<file path="config.mk">
export PLATFORM = sky130hd
export DESIGN_NAME = quoted_whitespace_tokenizer
export DESIGN_NICKNAME = d
export VERILOG_FILES = /design/src/rtl/qwt_pkg.sv /design/src/rtl/qwt_match.sv /design/src/rtl/qwt_out_fifo.sv /design/src/rtl/qwt_core.sv /design/src/rtl/quoted_whitespace_tokenizer.sv
export SDC_FILE = /design/constraint.sdc
export NUM_CORES = 1
export LEC_CHECK = 0
export ABC_AREA = 1
export BUFFER_PORTS_ARGS = -buffer_cell sky130_fd_sc_hd__buf_2
export CAP_MARGIN = 20
export CORE_ASPECT_RATIO = 0.8
export CORE_UTILIZATION = 38
export DETAILED_ROUTE_END_ITERATION = 6
export PLACE_DENSITY = 0.61
export SYNTH_ARGS = -nofsm -noshare
export SYNTH_HDL_FRONTEND = slang
export SYNTH_SLANG_ARGS = --single-unit
export TNS_END_PERCENT = 20
</file>
<file path="constraint.sdc">
create_clock -name clk -period 7.2 [get_ports clk]
set_clock_uncertainty 0.15 [all_clocks]
set_input_delay 0.72 -clock clk [delete_from_list [all_inputs] [get_ports clk]]
set_output_delay 0.72 -clock clk [all_outputs]
set_load 0.05 [all_outputs]
</file>
<file path="src/rtl/qwt_pkg.sv">
// ----------------------------------------------------------------------------
// qwt_pkg
// Shared types, constants and helpers for the quoted whitespace tokenizer.
// ----------------------------------------------------------------------------
package qwt_pkg;

  // Position and token count widths
  localparam int POS_BITS   = 16;
  localparam int COUNT_BITS = 10;
  localparam int MAXT_BITS  = 10;
  localparam int CMP_BITS   = (COUNT_BITS > MAXT_BITS) ? COUNT_BITS : MAXT_BITS;

  localparam logic [POS_BITS-1:0]   POS_MAX   = {POS_BITS{1'b1}};
  localparam logic [COUNT_BITS-1:0] COUNT_MAX = {COUNT_BITS{1'b1}};

  // Stream payload widths
  localparam int IN_TDATA_BITS  = 8;
  localparam int OUT_DATA_BITS  = 2 * COUNT_BITS + 2 * POS_BITS;
  localparam int OUT_TDATA_BITS = ((OUT_DATA_BITS + 7) / 8) * 8;

  // Configuration port
  localparam int CFG_IDX_BITS  = 3;
  localparam int CFG_DATA_BITS = 32;

  localparam logic [CFG_IDX_BITS-1:0] REG_SPACE_CHARS  = 3'd0;
  localparam logic [CFG_IDX_BITS-1:0] REG_SPACE_COUNT  = 3'd1;
  localparam logic [CFG_IDX_BITS-1:0] REG_OPEN_QUOTES  = 3'd2;
  localparam logic [CFG_IDX_BITS-1:0] REG_CLOSE_QUOTES = 3'd3;
  localparam logic [CFG_IDX_BITS-1:0] REG_QUOTE_COUNT  = 3'd4;
  localparam logic [CFG_IDX_BITS-1:0] REG_MAX_TOKENS   = 3'd5;

  // Register reset values: space, tab, newline; single and double quotes
  localparam logic [31:0]          RST_SPACE_CHARS  = 32'h000A_0920;
  localparam logic [2:0]           RST_SPACE_COUNT  = 3'd3;
  localparam logic [15:0]          RST_OPEN_QUOTES  = 16'h2227;
  localparam logic [15:0]          RST_CLOSE_QUOTES = 16'h2227;
  localparam logic [1:0]           RST_QUOTE_COUNT  = 2'd2;
  localparam logic [MAXT_BITS-1:0] RST_MAX_TOKENS   = 10'd400;

  // Input kinds
  localparam logic IN_CHAR = 1'b0;
  localparam logic IN_END  = 1'b1;

  // Result kinds
  localparam logic [1:0] OUT_TOKEN = 2'd0;
  localparam logic [1:0] OUT_DONE  = 2'd1;
  localparam logic [1:0] OUT_ERROR = 2'd2;

  // Output queue
  localparam int QDEPTH    = 4;
  localparam int QPTR_BITS = $clog2(QDEPTH);
  localparam int QCNT_BITS = $clog2(QDEPTH + 1);

  typedef enum logic [3:0] {
    MODE_IDLE   = 4'b0001,
    MODE_PLAIN  = 4'b0010,
    MODE_QUOTED = 4'b0100,
    MODE_FULL   = 4'b1000
  } mode_t;

  typedef struct packed {
    logic [31:0]          space_chars;
    logic [2:0]           space_count;
    logic [15:0]          open_quotes;
    logic [15:0]          close_quotes;
    logic [1:0]           quote_count;
    logic [MAXT_BITS-1:0] max_tokens;
  } cfg_t;

  typedef struct packed {
    logic is_space;
    logic open_hit;
    logic open_slot;
    logic close_hit;
  } match_t;

  typedef struct packed {
    logic [1:0]            kind;
    logic [COUNT_BITS-1:0] idx;
    logic [POS_BITS-1:0]   start;
    logic [POS_BITS-1:0]   len;
    logic [COUNT_BITS-1:0] total;
    logic                  last;
  } result_t;

  typedef struct packed {
    logic [1:0] n;
    result_t    r0;
    result_t    r1;
  } push_t;

  // Saturating position increment
  function automatic logic [POS_BITS-1:0] sat_inc(input logic [POS_BITS-1:0] v);
    return (v == POS_MAX) ? v : v + 1'b1;
  endfunction

endpackage

</file>
<file path="src/rtl/qwt_match.sv">
// ----------------------------------------------------------------------------
// qwt_match
// Character classifier: whitespace set, opening quote slot, closing quote.
// ----------------------------------------------------------------------------
module qwt_match (
  input  qwt_pkg::cfg_t   cfg,
  input  logic [7:0]      ch,
  input  logic            quote_slot,
  output qwt_pkg::match_t m
);

  logic [3:0] sp_hit;
  logic [1:0] oq_hit;

  // Whitespace slots; a count above four simply enables all four
  always_comb begin
    for (int i = 0; i < 4; i++) begin
      sp_hit[i] = (cfg.space_count > 3'(i)) && (cfg.space_chars[8*i +: 8] == ch);
    end
  end

  // Opening quote slots, slot 0 has priority
  always_comb begin
    for (int i = 0; i < 2; i++) begin
      oq_hit[i] = (cfg.quote_count > 2'(i)) && (cfg.open_quotes[8*i +: 8] == ch);
    end
  end

  assign m.is_space  = |sp_hit;
  assign m.open_hit  = |oq_hit;
  assign m.open_slot = ~oq_hit[0];
  assign m.close_hit = quote_slot ? (cfg.close_quotes[15:8] == ch)
                                  : (cfg.close_quotes[7:0] == ch);

endmodule

</file>
<file path="src/rtl/qwt_out_fifo.sv">
// ----------------------------------------------------------------------------
// qwt_out_fifo
// Small result queue: takes up to two results per cycle, gives one per cycle while popped.
// ----------------------------------------------------------------------------
module qwt_out_fifo (
  input  logic             clk,
  input  logic             rst,
  input  qwt_pkg::push_t   push,
  input  logic             pop,
  output qwt_pkg::result_t head,
  output logic             head_valid,
  output logic             room2
);

  qwt_pkg::result_t                mem [qwt_pkg::QDEPTH];
  logic [qwt_pkg::QPTR_BITS-1:0]   wr_ptr;
  logic [qwt_pkg::QPTR_BITS-1:0]   rd_ptr;
  logic [qwt_pkg::QCNT_BITS-1:0]   cnt;
  logic [qwt_pkg::QCNT_BITS-1:0]   cnt_next;
  logic                            do_pop;

  assign do_pop   = pop && (cnt != '0);
  assign cnt_next = cnt + qwt_pkg::QCNT_BITS'(push.n)
                  - qwt_pkg::QCNT_BITS'(do_pop);

  // Pointers and fill level
  always_ff @(posedge clk) begin
    if (rst) begin
      wr_ptr <= '0;
      rd_ptr <= '0;
      cnt    <= '0;
    end else begin
      wr_ptr <= wr_ptr + qwt_pkg::QPTR_BITS'(push.n);
      rd_ptr <= rd_ptr + qwt_pkg::QPTR_BITS'(do_pop);
      cnt    <= cnt_next;
    end
  end

  // Storage, two write slots
  always_ff @(posedge clk) begin
    if (push.n != 2'd0) begin
      mem[wr_ptr] <= push.r0;
    end
    if (push.n == 2'd2) begin
      mem[wr_ptr + 1'b1] <= push.r1;
    end
  end

  assign head       = mem[rd_ptr];
  assign head_valid = (cnt != '0);
  assign room2      = (cnt <= qwt_pkg::QCNT_BITS'(qwt_pkg::QDEPTH - 2));

`ifndef SYNTHESIS
  a_no_overflow: assert property (@(posedge clk) disable iff (rst)
    (push.n != 2'd0) |-> (32'(cnt) + 32'(push.n) <= qwt_pkg::QDEPTH))
    else $error("result queue overflow");

  a_cnt_bound: assert property (@(posedge clk) disable iff (rst)
    32'(cnt) <= qwt_pkg::QDEPTH)
    else $error("result queue count out of range");

  a_cnt_track: assert property (@(posedge clk) disable iff (rst)
    (push.n == 2'd1 && !do_pop) |=> (cnt == $past(cnt) + 1'b1))
    else $error("result queue count did not follow a single push");
`endif

endmodule

</file>
<file path="src/rtl/qwt_core.sv">
// ----------------------------------------------------------------------------
// qwt_core
// Configuration registers, per-string tokenizer state and result building.
// ----------------------------------------------------------------------------
module qwt_core (
  input  logic                               clk,
  input  logic                               rst,
  input  logic                               cfg_we,
  input  logic [qwt_pkg::CFG_IDX_BITS-1:0]   cfg_index,
  input  logic [qwt_pkg::CFG_DATA_BITS-1:0]  cfg_data,
  input  logic                               accept,
  input  logic                               kind,
  input  logic [7:0]                         ch,
  output qwt_pkg::push_t                     push
);

  qwt_pkg::cfg_t                    cfg;
  qwt_pkg::match_t                  m;
  qwt_pkg::mode_t                   mode, mode_next;
  logic [qwt_pkg::POS_BITS-1:0]     char_pos, char_pos_next;
  logic [qwt_pkg::POS_BITS-1:0]     tok_start, tok_start_next;
  logic [qwt_pkg::POS_BITS-1:0]     tok_length, tok_length_next;
  logic                             quote_slot, quote_slot_next;
  logic [qwt_pkg::COUNT_BITS-1:0]   tok_count, tok_count_next;
  logic [qwt_pkg::COUNT_BITS-1:0]   cnt_inc;
  logic                             limit_hit;
  qwt_pkg::result_t                 tok_res;
  qwt_pkg::push_t                   push_next;

  // Configuration registers
  always_ff @(posedge clk) begin
    if (rst) begin
      cfg.space_chars  <= qwt_pkg::RST_SPACE_CHARS;
      cfg.space_count  <= qwt_pkg::RST_SPACE_COUNT;
      cfg.open_quotes  <= qwt_pkg::RST_OPEN_QUOTES;
      cfg.close_quotes <= qwt_pkg::RST_CLOSE_QUOTES;
      cfg.quote_count  <= qwt_pkg::RST_QUOTE_COUNT;
      cfg.max_tokens   <= qwt_pkg::RST_MAX_TOKENS;
    end else if (cfg_we) begin
      case (cfg_index)
        qwt_pkg::REG_SPACE_CHARS:  cfg.space_chars  <= cfg_data[31:0];
        qwt_pkg::REG_SPACE_COUNT:  cfg.space_count  <= cfg_data[2:0];
        qwt_pkg::REG_OPEN_QUOTES:  cfg.open_quotes  <= cfg_data[15:0];
        qwt_pkg::REG_CLOSE_QUOTES: cfg.close_quotes <= cfg_data[15:0];
        qwt_pkg::REG_QUOTE_COUNT:  cfg.quote_count  <= cfg_data[1:0];
        qwt_pkg::REG_MAX_TOKENS:   cfg.max_tokens   <= cfg_data[qwt_pkg::MAXT_BITS-1:0];
        default: ;
      endcase
    end
  end

  qwt_match u_match (
    .cfg        (cfg),
    .ch         (ch),
    .quote_slot (quote_slot),
    .m          (m)
  );

  // Token finish: count advance and limit check
  assign cnt_inc   = (tok_count == qwt_pkg::COUNT_MAX) ? tok_count : tok_count + 1'b1;
  assign limit_hit = (qwt_pkg::CMP_BITS'(cnt_inc) >= qwt_pkg::CMP_BITS'(cfg.max_tokens))
                  || (cnt_inc == qwt_pkg::COUNT_MAX);

  always_comb begin
    tok_res       = '0;
    tok_res.kind  = qwt_pkg::OUT_TOKEN;
    tok_res.idx   = tok_count;
    tok_res.start = tok_start;
    tok_res.len   = tok_length;
  end

  // Next state and results of one item
  always_comb begin
    mode_next       = mode;
    char_pos_next   = char_pos;
    tok_start_next  = tok_start;
    tok_length_next = tok_length;
    quote_slot_next = quote_slot;
    tok_count_next  = tok_count;
    push_next       = '0;

    if (accept) begin
      if (kind == qwt_pkg::IN_END) begin
        // End of string: report, then clear per-string state
        if (mode == qwt_pkg::MODE_QUOTED) begin
          push_next.n        = 2'd1;
          push_next.r0.kind  = qwt_pkg::OUT_ERROR;
          push_next.r0.idx   = tok_count;
          push_next.r0.start = tok_start;
          push_next.r0.last  = 1'b1;
        end else if (mode == qwt_pkg::MODE_PLAIN) begin
          push_next.n        = 2'd2;
          push_next.r0       = tok_res;
          push_next.r1.kind  = qwt_pkg::OUT_DONE;
          push_next.r1.total = cnt_inc;
          push_next.r1.last  = 1'b1;
        end else begin
          push_next.n        = 2'd1;
          push_next.r0.kind  = qwt_pkg::OUT_DONE;
          push_next.r0.total = tok_count;
          push_next.r0.last  = 1'b1;
        end
        mode_next       = qwt_pkg::MODE_IDLE;
        char_pos_next   = '0;
        tok_start_next  = '0;
        tok_length_next = '0;
        quote_slot_next = 1'b0;
        tok_count_next  = '0;
      end else begin
        case (mode)
          qwt_pkg::MODE_IDLE: begin
            if (!m.is_space) begin
              if (m.open_hit) begin
                quote_slot_next = m.open_slot;
                tok_start_next  = qwt_pkg::sat_inc(char_pos);
                tok_length_next = '0;
                mode_next       = qwt_pkg::MODE_QUOTED;
              end else begin
                tok_start_next  = char_pos;
                tok_length_next = qwt_pkg::POS_BITS'(1);
                mode_next       = qwt_pkg::MODE_PLAIN;
              end
            end
          end
          qwt_pkg::MODE_PLAIN, qwt_pkg::MODE_QUOTED: begin
            // Plain ends at whitespace, quoted at its closing quote
            if ((mode == qwt_pkg::MODE_PLAIN) ? m.is_space : m.close_hit) begin
              push_next.n    = 2'd1;
              push_next.r0   = tok_res;
              tok_count_next = cnt_inc;
              mode_next      = limit_hit ? qwt_pkg::MODE_FULL : qwt_pkg::MODE_IDLE;
            end else begin
              tok_length_next = qwt_pkg::sat_inc(tok_length);
            end
          end
          default: ;
        endcase
        char_pos_next = qwt_pkg::sat_inc(char_pos);
      end
    end
  end

  // State registers
  always_ff @(posedge clk) begin
    if (rst) begin
      mode       <= qwt_pkg::MODE_IDLE;
      char_pos   <= '0;
      tok_start  <= '0;
      tok_length <= '0;
      quote_slot <= 1'b0;
      tok_count  <= '0;
    end else begin
      mode       <= mode_next;
      char_pos   <= char_pos_next;
      tok_start  <= tok_start_next;
      tok_length <= tok_length_next;
      quote_slot <= quote_slot_next;
      tok_count  <= tok_count_next;
    end
  end

  assign push = push_next;

`ifndef SYNTHESIS
  a_end_clears: assert property (@(posedge clk) disable iff (rst)
    (accept && kind == qwt_pkg::IN_END) |=>
      (mode == qwt_pkg::MODE_IDLE && char_pos == '0 && tok_count == '0))
    else $error("string state not cleared after end item");

  a_full_sticks: assert property (@(posedge clk) disable iff (rst)
    (mode == qwt_pkg::MODE_FULL && !(accept && kind == qwt_pkg::IN_END)) |=>
      (mode == qwt_pkg::MODE_FULL && $stable(tok_count)))
    else $error("token limit state left without end item");

  a_two_only_at_end: assert property (@(posedge clk) disable iff (rst)
    (push.n == 2'd2) |-> (accept && kind == qwt_pkg::IN_END
                          && mode == qwt_pkg::MODE_PLAIN))
    else $error("two results outside an end item");
`endif

endmodule

</file>
<file path="src/rtl/quoted_whitespace_tokenizer.sv">
// ----------------------------------------------------------------------------
// quoted_whitespace_tokenizer
// Splits a character stream into whitespace or quote delimited tokens.
// ----------------------------------------------------------------------------
// Usage:
//   Input stream s_*: one character per transfer, s_tdata = ch, s_tuser = kind
//   (0 character, 1 end of string). Output stream m_*: one result per
//   transfer, m_tuser = out_kind, m_tlast = last, m_tdata = token_index,
//   start_pos, token_len, token_total from the low bit up.
//   A token result is queued when the character that closes it is accepted, and
//   reaches m_* from the result queue. An end item that closes a plain token
//   gives two results (token, then done) in that order.
//   Throughput is one item per cycle, set by the single state update per
//   character and a result queue of four entries; s_tready drops while the
//   queue holds more than two results, i.e. only when m_tready is held low.
//   Configuration writes (cfg_we, cfg_index, cfg_data) take effect on the
//   next cycle; the user must make them while the stream is idle: the block has no check for this.
//   Reset (rst, synchronous) loads the default registers (space, tab,
//   newline; single and double quotes; 400 tokens), clears the string state
//   and empties the result queue.
// ----------------------------------------------------------------------------
module quoted_whitespace_tokenizer (
  input  logic                                 clk,
  input  logic                                 rst,
  // configuration write port
  input  logic                                 cfg_we,
  input  logic [qwt_pkg::CFG_IDX_BITS-1:0]     cfg_index,
  input  logic [qwt_pkg::CFG_DATA_BITS-1:0]    cfg_data,
  // input stream
  input  logic                                 s_tvalid,
  output logic                                 s_tready,
  input  logic [qwt_pkg::IN_TDATA_BITS-1:0]    s_tdata,   // [7:0] ch
  input  logic                                 s_tuser,   // [0] kind
  // result stream
  output logic                                 m_tvalid,
  input  logic                                 m_tready,
  output logic [qwt_pkg::OUT_TDATA_BITS-1:0]   m_tdata,   // token_index, start_pos,
                                                          // token_len, token_total, pad
  output logic [1:0]                           m_tuser,   // [1:0] out_kind
  output logic                                 m_tlast    // last
);

  qwt_pkg::push_t   push;
  qwt_pkg::result_t head;
  logic             head_valid;
  logic             room2;
  logic             accept;

  assign s_tready = room2;
  assign accept   = s_tvalid && room2;

  qwt_core u_core (
    .clk       (clk),
    .rst       (rst),
    .cfg_we    (cfg_we),
    .cfg_index (cfg_index),
    .cfg_data  (cfg_data),
    .accept    (accept),
    .kind      (s_tuser),
    .ch        (s_tdata[7:0]),
    .push      (push)
  );

  qwt_out_fifo u_fifo (
    .clk        (clk),
    .rst        (rst),
    .push       (push),
    .pop        (m_tready),
    .head       (head),
    .head_valid (head_valid),
    .room2      (room2)
  );

  // Result packing, first field in the low bits, zero padded
  assign m_tvalid = head_valid;
  assign m_tuser  = head.kind;
  assign m_tlast  = head.last;
  assign m_tdata  = qwt_pkg::OUT_TDATA_BITS'({head.total, head.len, head.start, head.idx});

endmodule
</file>
# Word level (Yosys, flattened, before mapping)
# Memories as Yosys holds them, arrays and structs flattened. A register that Yosys moved wholly into a read port is not among the register bits.
# Index checks and enable logic that the tools add are counted.
classes:
  n_addsub: 8
  muxes: 50
  n_div: 0
  n_shift: 0
  n_eq_ne: 26
  n_lt_le_gt_ge: 8
  mul: 0
  bitwise_logic: 1
  n_reduce_logical: 31
op_table:
  columns: ["cell", "count"]
  rows:
  - ["$mux W16", 10]
  - ["$mux W57", 2]
  - ["$eq A8 B8 Y1", 8]
  - ["$mux W59", 1]
  - ["$mux W56", 1]
  - ["$mux W11", 5]
  - ["$mux W42", 1]
  - ["$mux W10", 4]
  - ["$add A16 B1 Y16 const B", 2]
  - ["$eq A16 B16 Y1 const B", 2]
  - ["$pmux W16 S2", 1]
  - ["$mux W30", 1]
  - ["$mux W26", 1]
  - ["$eq A10 B10 Y1 const B", 2]
  - ["$mux W4", 5]
  - ["$mux W1", 15]
  - ["$reduce_and A2 Y1", 6]
  - ["$add A10 B1 Y10 const B", 1]
  - ["$ge A10 B10 Y1", 1]
  - ["$reduce_bool A2 Y1", 5]
  - ["$ne A3 B3 Y1 const B", 3]
  - ["$logic_and A1 B1 Y1", 8]
  - ["$pmux W4 S2", 1]
  - ["$reduce_and A4 Y1", 2]
  - ["other kinds (28)", 36]
totals:
  romBits: 0
  word_cells: 140
  ff_bits: 149
  latch_bits: 0
  ramBits: 220
  mem_count: 1
memory_table:
  columns: ["name", "depth", "width", "read_ports", "rd_ports_with_merged_regs", "wr", "line_no", "source"]
  rows:
  - ["u_fifo.mem", 4, 55, 1, 1, 2, "qwt_out_fifo.sv:15", "qwt_pkg::result_t mem [qwt_pkg::QDEPTH];"]

# Logic depth before layout (Yosys ltp)
logic_depth:
  word_depth: 11
  mapped_depth: 18
  mapped_depth_nobuf: 17

# Modules after synthesis
# A second synthesis with hierarchy kept.
hier_totals:
  hier_cells: 2482
  area_unflattened_um2: 19747.7
by_module_without_submodules:
  columns: ["module", "n_inst", "area_per_inst_um2", "cells_per_inst"]
  rows:
  - ["qwt_out_fifo", 1, 11278.3, 1141]
  - ["qwt_core", 1, 7373.3, 1108]
  - ["qwt_match", 1, 1054.8, 226]
  - ["quoted_whitespace_tokenizer", 1, 41.3, 7]

# Worst setup path after synthesis
# Ideal clock, no wire load.
synth_path:
  path_type: "register to register"
  from: "reg u_fifo.cnt[1] in the netlist's numbering"
  to: "reg u_fifo.cnt[2] in the netlist's numbering"
  t_arrival_ps: 3071
  path_slack_ps: 3858
  period_less_slack_ps: 3342
  stages_incl_launch_ff: 13
  setup_time_ps: 120
  path_cell_list: "dfxtp_1 a21oi_1 nand2_1 nor2_1 inv_1 nor2_2 clkbuf_1 inv_1 ha_1 inv_1 fa_1 o21ai_0 a21oi_1"
synth_between:
  elab_chain_len: 5
synth_rtl:
  columns: ["item", "line_no", "source"]
  rows:
  - ["from (decl)", "qwt_out_fifo.sv:18", "logic [qwt_pkg::QCNT_BITS-1:0] cnt;"]
  - ["from (signal assigned)", "qwt_out_fifo.sv:35", "cnt <= cnt_next;"]
  - ["$le A3 B2 Y1", "qwt_out_fifo.sv:51", "assign room2 = (cnt <= qwt_pkg::QCNT_BITS'(qwt_pkg::QDEPTH - 2));"]
  - ["net s_tready", "quoted_whitespace_tokenizer.sv:31", "output logic s_tready,"]
  - ["$logic_and A1 B1 Y1", "quoted_whitespace_tokenizer.sv:50", "assign accept = s_tvalid && room2;"]
  - ["$mux W59", "qwt_core.sv:82", "if (accept) begin"]
  - ["$add A3 B2 Y3", "qwt_out_fifo.sv:23", "assign cnt_next = cnt + qwt_pkg::QCNT_BITS'(push.n)"]
  - ["$sub A3 B1 Y3", "qwt_out_fifo.sv:24", "- qwt_pkg::QCNT_BITS'(do_pop);"]
# The timed path passes the listed nets, and every way through them passes these cells.
# A chain may end at the register's enable or synchronous reset.

==> flow_summary_export.csv <==
group,metric,value,unit
floorplan,die_height,200.8,µm
floorplan,rows,72,
floorplan,die-area,50280,µm²
detailed_routing,via_per_inst,5.071,
floorplan,initial_core_util,38.64,%
worst_setup_path,critPathRequiredTime,7520,ps
power_and_ir_drop,seqPwrFrac,34.2,%
sta,period_share,67.21,%
logic_synthesis,synthFlopType,"dfxtp_1",
clock_tree,clockBufferDepth,3,
logic_synthesis,synth.ff_latch_count,369,
cells_and_area,fin_area,20950,µm²
power_and_ir_drop,pwr-share-comb,37.0,%
detailed_routing,wl_per_cell,16.13,µm
detailed_routing,drt_iter0_markers,1677,
cells_and_area,final_nets,2906,
job,cap_violations,0,
logic_synthesis,synth_area,18760,µm²
cells_and_area,syn2layout_area_growth,11.62,%
worst_setup_path,end_kind,"flip-flop",
global_routing,grt_use_total,22.35,%
logic_synthesis,yosys_warnings,0,
sta,grt_setup_unrepaired,"no",
power_and_ir_drop,power.density,368.1,nW/µm²
power_and_ir_drop,pwr-share-clk,28.8,%
power_and_ir_drop,swShare,42.15,%
worst_setup_path,slowest_stage,"nor2_2",
power_and_ir_drop,p_int,4.461,mW
global_routing,antenna_found_initial,0,
logic_synthesis,async_reset_ff_share,0,%
placement,routabilityCongestion,0.8915,
detailed_routing,final_antenna_net_count,0,
floorplan,core_area,48560,µm²
floorplan,die_w,250.4,µm
worst_setup_path,crit_top_cell,"nand2_1",
sta,max_freq,206.7,MHz
cells_and_area,drive_gt1_share,7.698,%
clock_tree,clk_pin_slew,60,ps
logic_synthesis,syn_avg_cell_area,6.623,µm²
worst_setup_path,start_kind,"flip-flop",
logic_synthesis,synth_cell_type_count,42,
sta,setup_viol,0,
worst_setup_path,critPathKind,"reg2reg",
worst_setup_path,arrival,5160,ps
cells_and_area,final_cell_mix,"733 x nand2_1, 513 x nor2_1, 319 x dfxtp_1",
global_routing,grt_pass1_wl,90530,µm
sta,final_hold_viol_count,0,
clock_tree,cts_root_buffer,"clkbuf_16",
global_routing,grt_max_degree,98,
clock_tree,htreeDepth,2,
sta,min_period,4839,ps
sta,tightest_slew,1112,ps
power_and_ir_drop,ir_worst_vdd,0.0003342,V
logic_synthesis,ys_seq_area_share,41.93,%
logic_synthesis,netlist_instances,2833,
clock_tree,cts_resized,0,
power_and_ir_drop,power.static_leakage,10.27,nW
logic_synthesis,synth-edff-count,48,
sta,maxSlewHeadroom,25.89,%
detailed_routing,drc,0,
worst_setup_path,crit_chain,"a21oi_1 > nand2_1 > nor2_1 > inv_1 > nor2_2 > nand2_1 > nand2_1 > inv_2 > nand2_1 > nand2_1",
worst_setup_path,cpPeakStageDelay,770,ps
cells_and_area,layout_commonest_cell,"nand2_1",
outcome,status,"completed",
placement,dp_hpwl,37130,µm
clock_tree,numCtsBuffers,42,
global_routing,gr-total-overflow,0,
detailed_routing,wirelength,56470,µm
clock_tree,clk-insertion-delay-late,580,ps
worst_setup_path,cp_num_buf_inv,2,
global_routing,grt_pass1_vias,16430,
placement,io_buffers,105,
sta,finalSetupTns,0,ps
sta,drv_slew,0,
placement,place_area,19500,µm²
detailed_routing,drtPass1Iterations,6,
clock_tree,clkSinkCount,369,
worst_setup_path,critical_path.top_delay_family,"simple AND/OR/NAND/NOR gates",
detailed_routing,vias,17750,
clock_tree,cts_tree,"yes",
clock_tree,postCtsSetupBuffers,0,
cells_and_area,antennaDiodeCount,0,
worst_setup_path,critPathMaxFanout,35,
worst_hold_path,hp-class,"in2reg",
clock_tree,cts-hold-fix-buffers,0,
floorplan,ioPinCount,110,
power_and_ir_drop,power.switching,3.250,mW
[power by group through the flow]
stage | logic [mW] | clock network [mW] | registers, mW
after CTS | 2.87 | 2.25 | 2.64
after global placement | 2.82 | 0 | 2.67
after global routing | 3.13 | 2.34 | 2.68
after floorplan | 2.22 | 0 | 2.59
final | 2.85 | 2.22 | 2.64
after detailed placement | 2.86 | 0 | 2.68
[through the flow]
stage	utilization [%]	hold WS [ps]	setup slack (ps)	total power, mW	std cells
after CTS	43.10	197.7	2418	7.757	3498
after floorplan	-	263.6	3858	4.817	2836
final	43.14	217.8	2361	7.711	3500
after global routing	43.14	213.1	1911	8.153	3500
after detailed placement	40.15	276.7	2188	5.536	3421
after global placement	40.15	278.2	2351	5.490	3421
[final timing paths]
path	start	to	slack, ps	cells past startpoint
max	u_fifo.cnt[1]	u_fifo.mem[1][39]	2360	10
min	cfg_data[19]	u_core.cfg[66]	220	3
max reg2reg	u_fifo.cnt[1]	u_fifo.mem[1][39]	2360	10
min reg2reg	u_fifo.mem[1][41]	u_fifo.mem[1][41]	290	2
[cell usage after synthesis (3+ instances only)]
library cell  number  area (µm²)
a21oi_1          184       920.9
buf_1              3       11.26
buf_2             44       220.2
buf_4             18       135.1
clkbuf_1          99       371.6
clkinv_1           3       11.26
dfxtp_1          321        6426
edfxtp_1          48        1441
ha_1              18       225.2
inv_1            297        1115
inv_2              9       33.78
nand2_1          735        2759
nand3_1           99       495.5
nand3_2            5       50.05
nand3b_1           3       22.52
nand4_1           19       118.9
nor2_1           513        1926
nor2_2             3       18.77
nor3_1            19       95.09
nor4_1             7       43.79
o211ai_1          12       90.09
o21ai_0          210        1051
o21ai_1           10       50.05
o22ai_1           91       569.3
xnor2_1            8       70.07
xor2_1            37       324.1
[sequential cells by signal, indices dropped and copies added, names as in the netlist]
signal,cells
u_core.char_pos,16
u_core.cfg,79
u_core.tok_count,10
u_fifo.wr_ptr,2
u_fifo.cnt,3
u_core.quote_slot,1
u_core.tok_start,16
u_core.tok_length,16
u_fifo.mem,220
u_core.mode,4
u_fifo.rd_ptr,2
[tightest hold or removal path: stages]
cell and delay (ps):
buf_2 70, nand2_1 40, nand3_1 60
[kinds of logic after synthesis]
group           after synthesis  share of synthesized area, %
fa+ha+maj                    19                         1.307
flops                       369                         41.93
other cells                   1                       0.01998
simple gates               1411                         29.83
compound gates              514                         14.64
xor+xnor                     45                         2.100
buf+inv                     474                         10.18
[final cells by class]
class	instances	area [µm²]
fill	4918	27610
multi-input combinational	1993	9031
sequential	369	7873
clock buffer	62	1229
inverter	309	1161
tap	629	787.0
timing repair buffer	123	660.6
clock inverter	15	203.9
[layer usage]
metal | part of all wire (%) | track usage (%) | wire, µm | vias to the layer above
met5 | 0 | 0 | 0 | -
met4 | 2.0 | 5.324 | 1132 | 0
met3 | 6.4 | 3.631 | 3615 | 83
met2 | 43 | 35.05 | 24540 | 493
met1 | 48 | 31.95 | 27180 | 8171
li1 | - | - | - | 9002
Note: power is estimated with default switching activity, not from simulation.
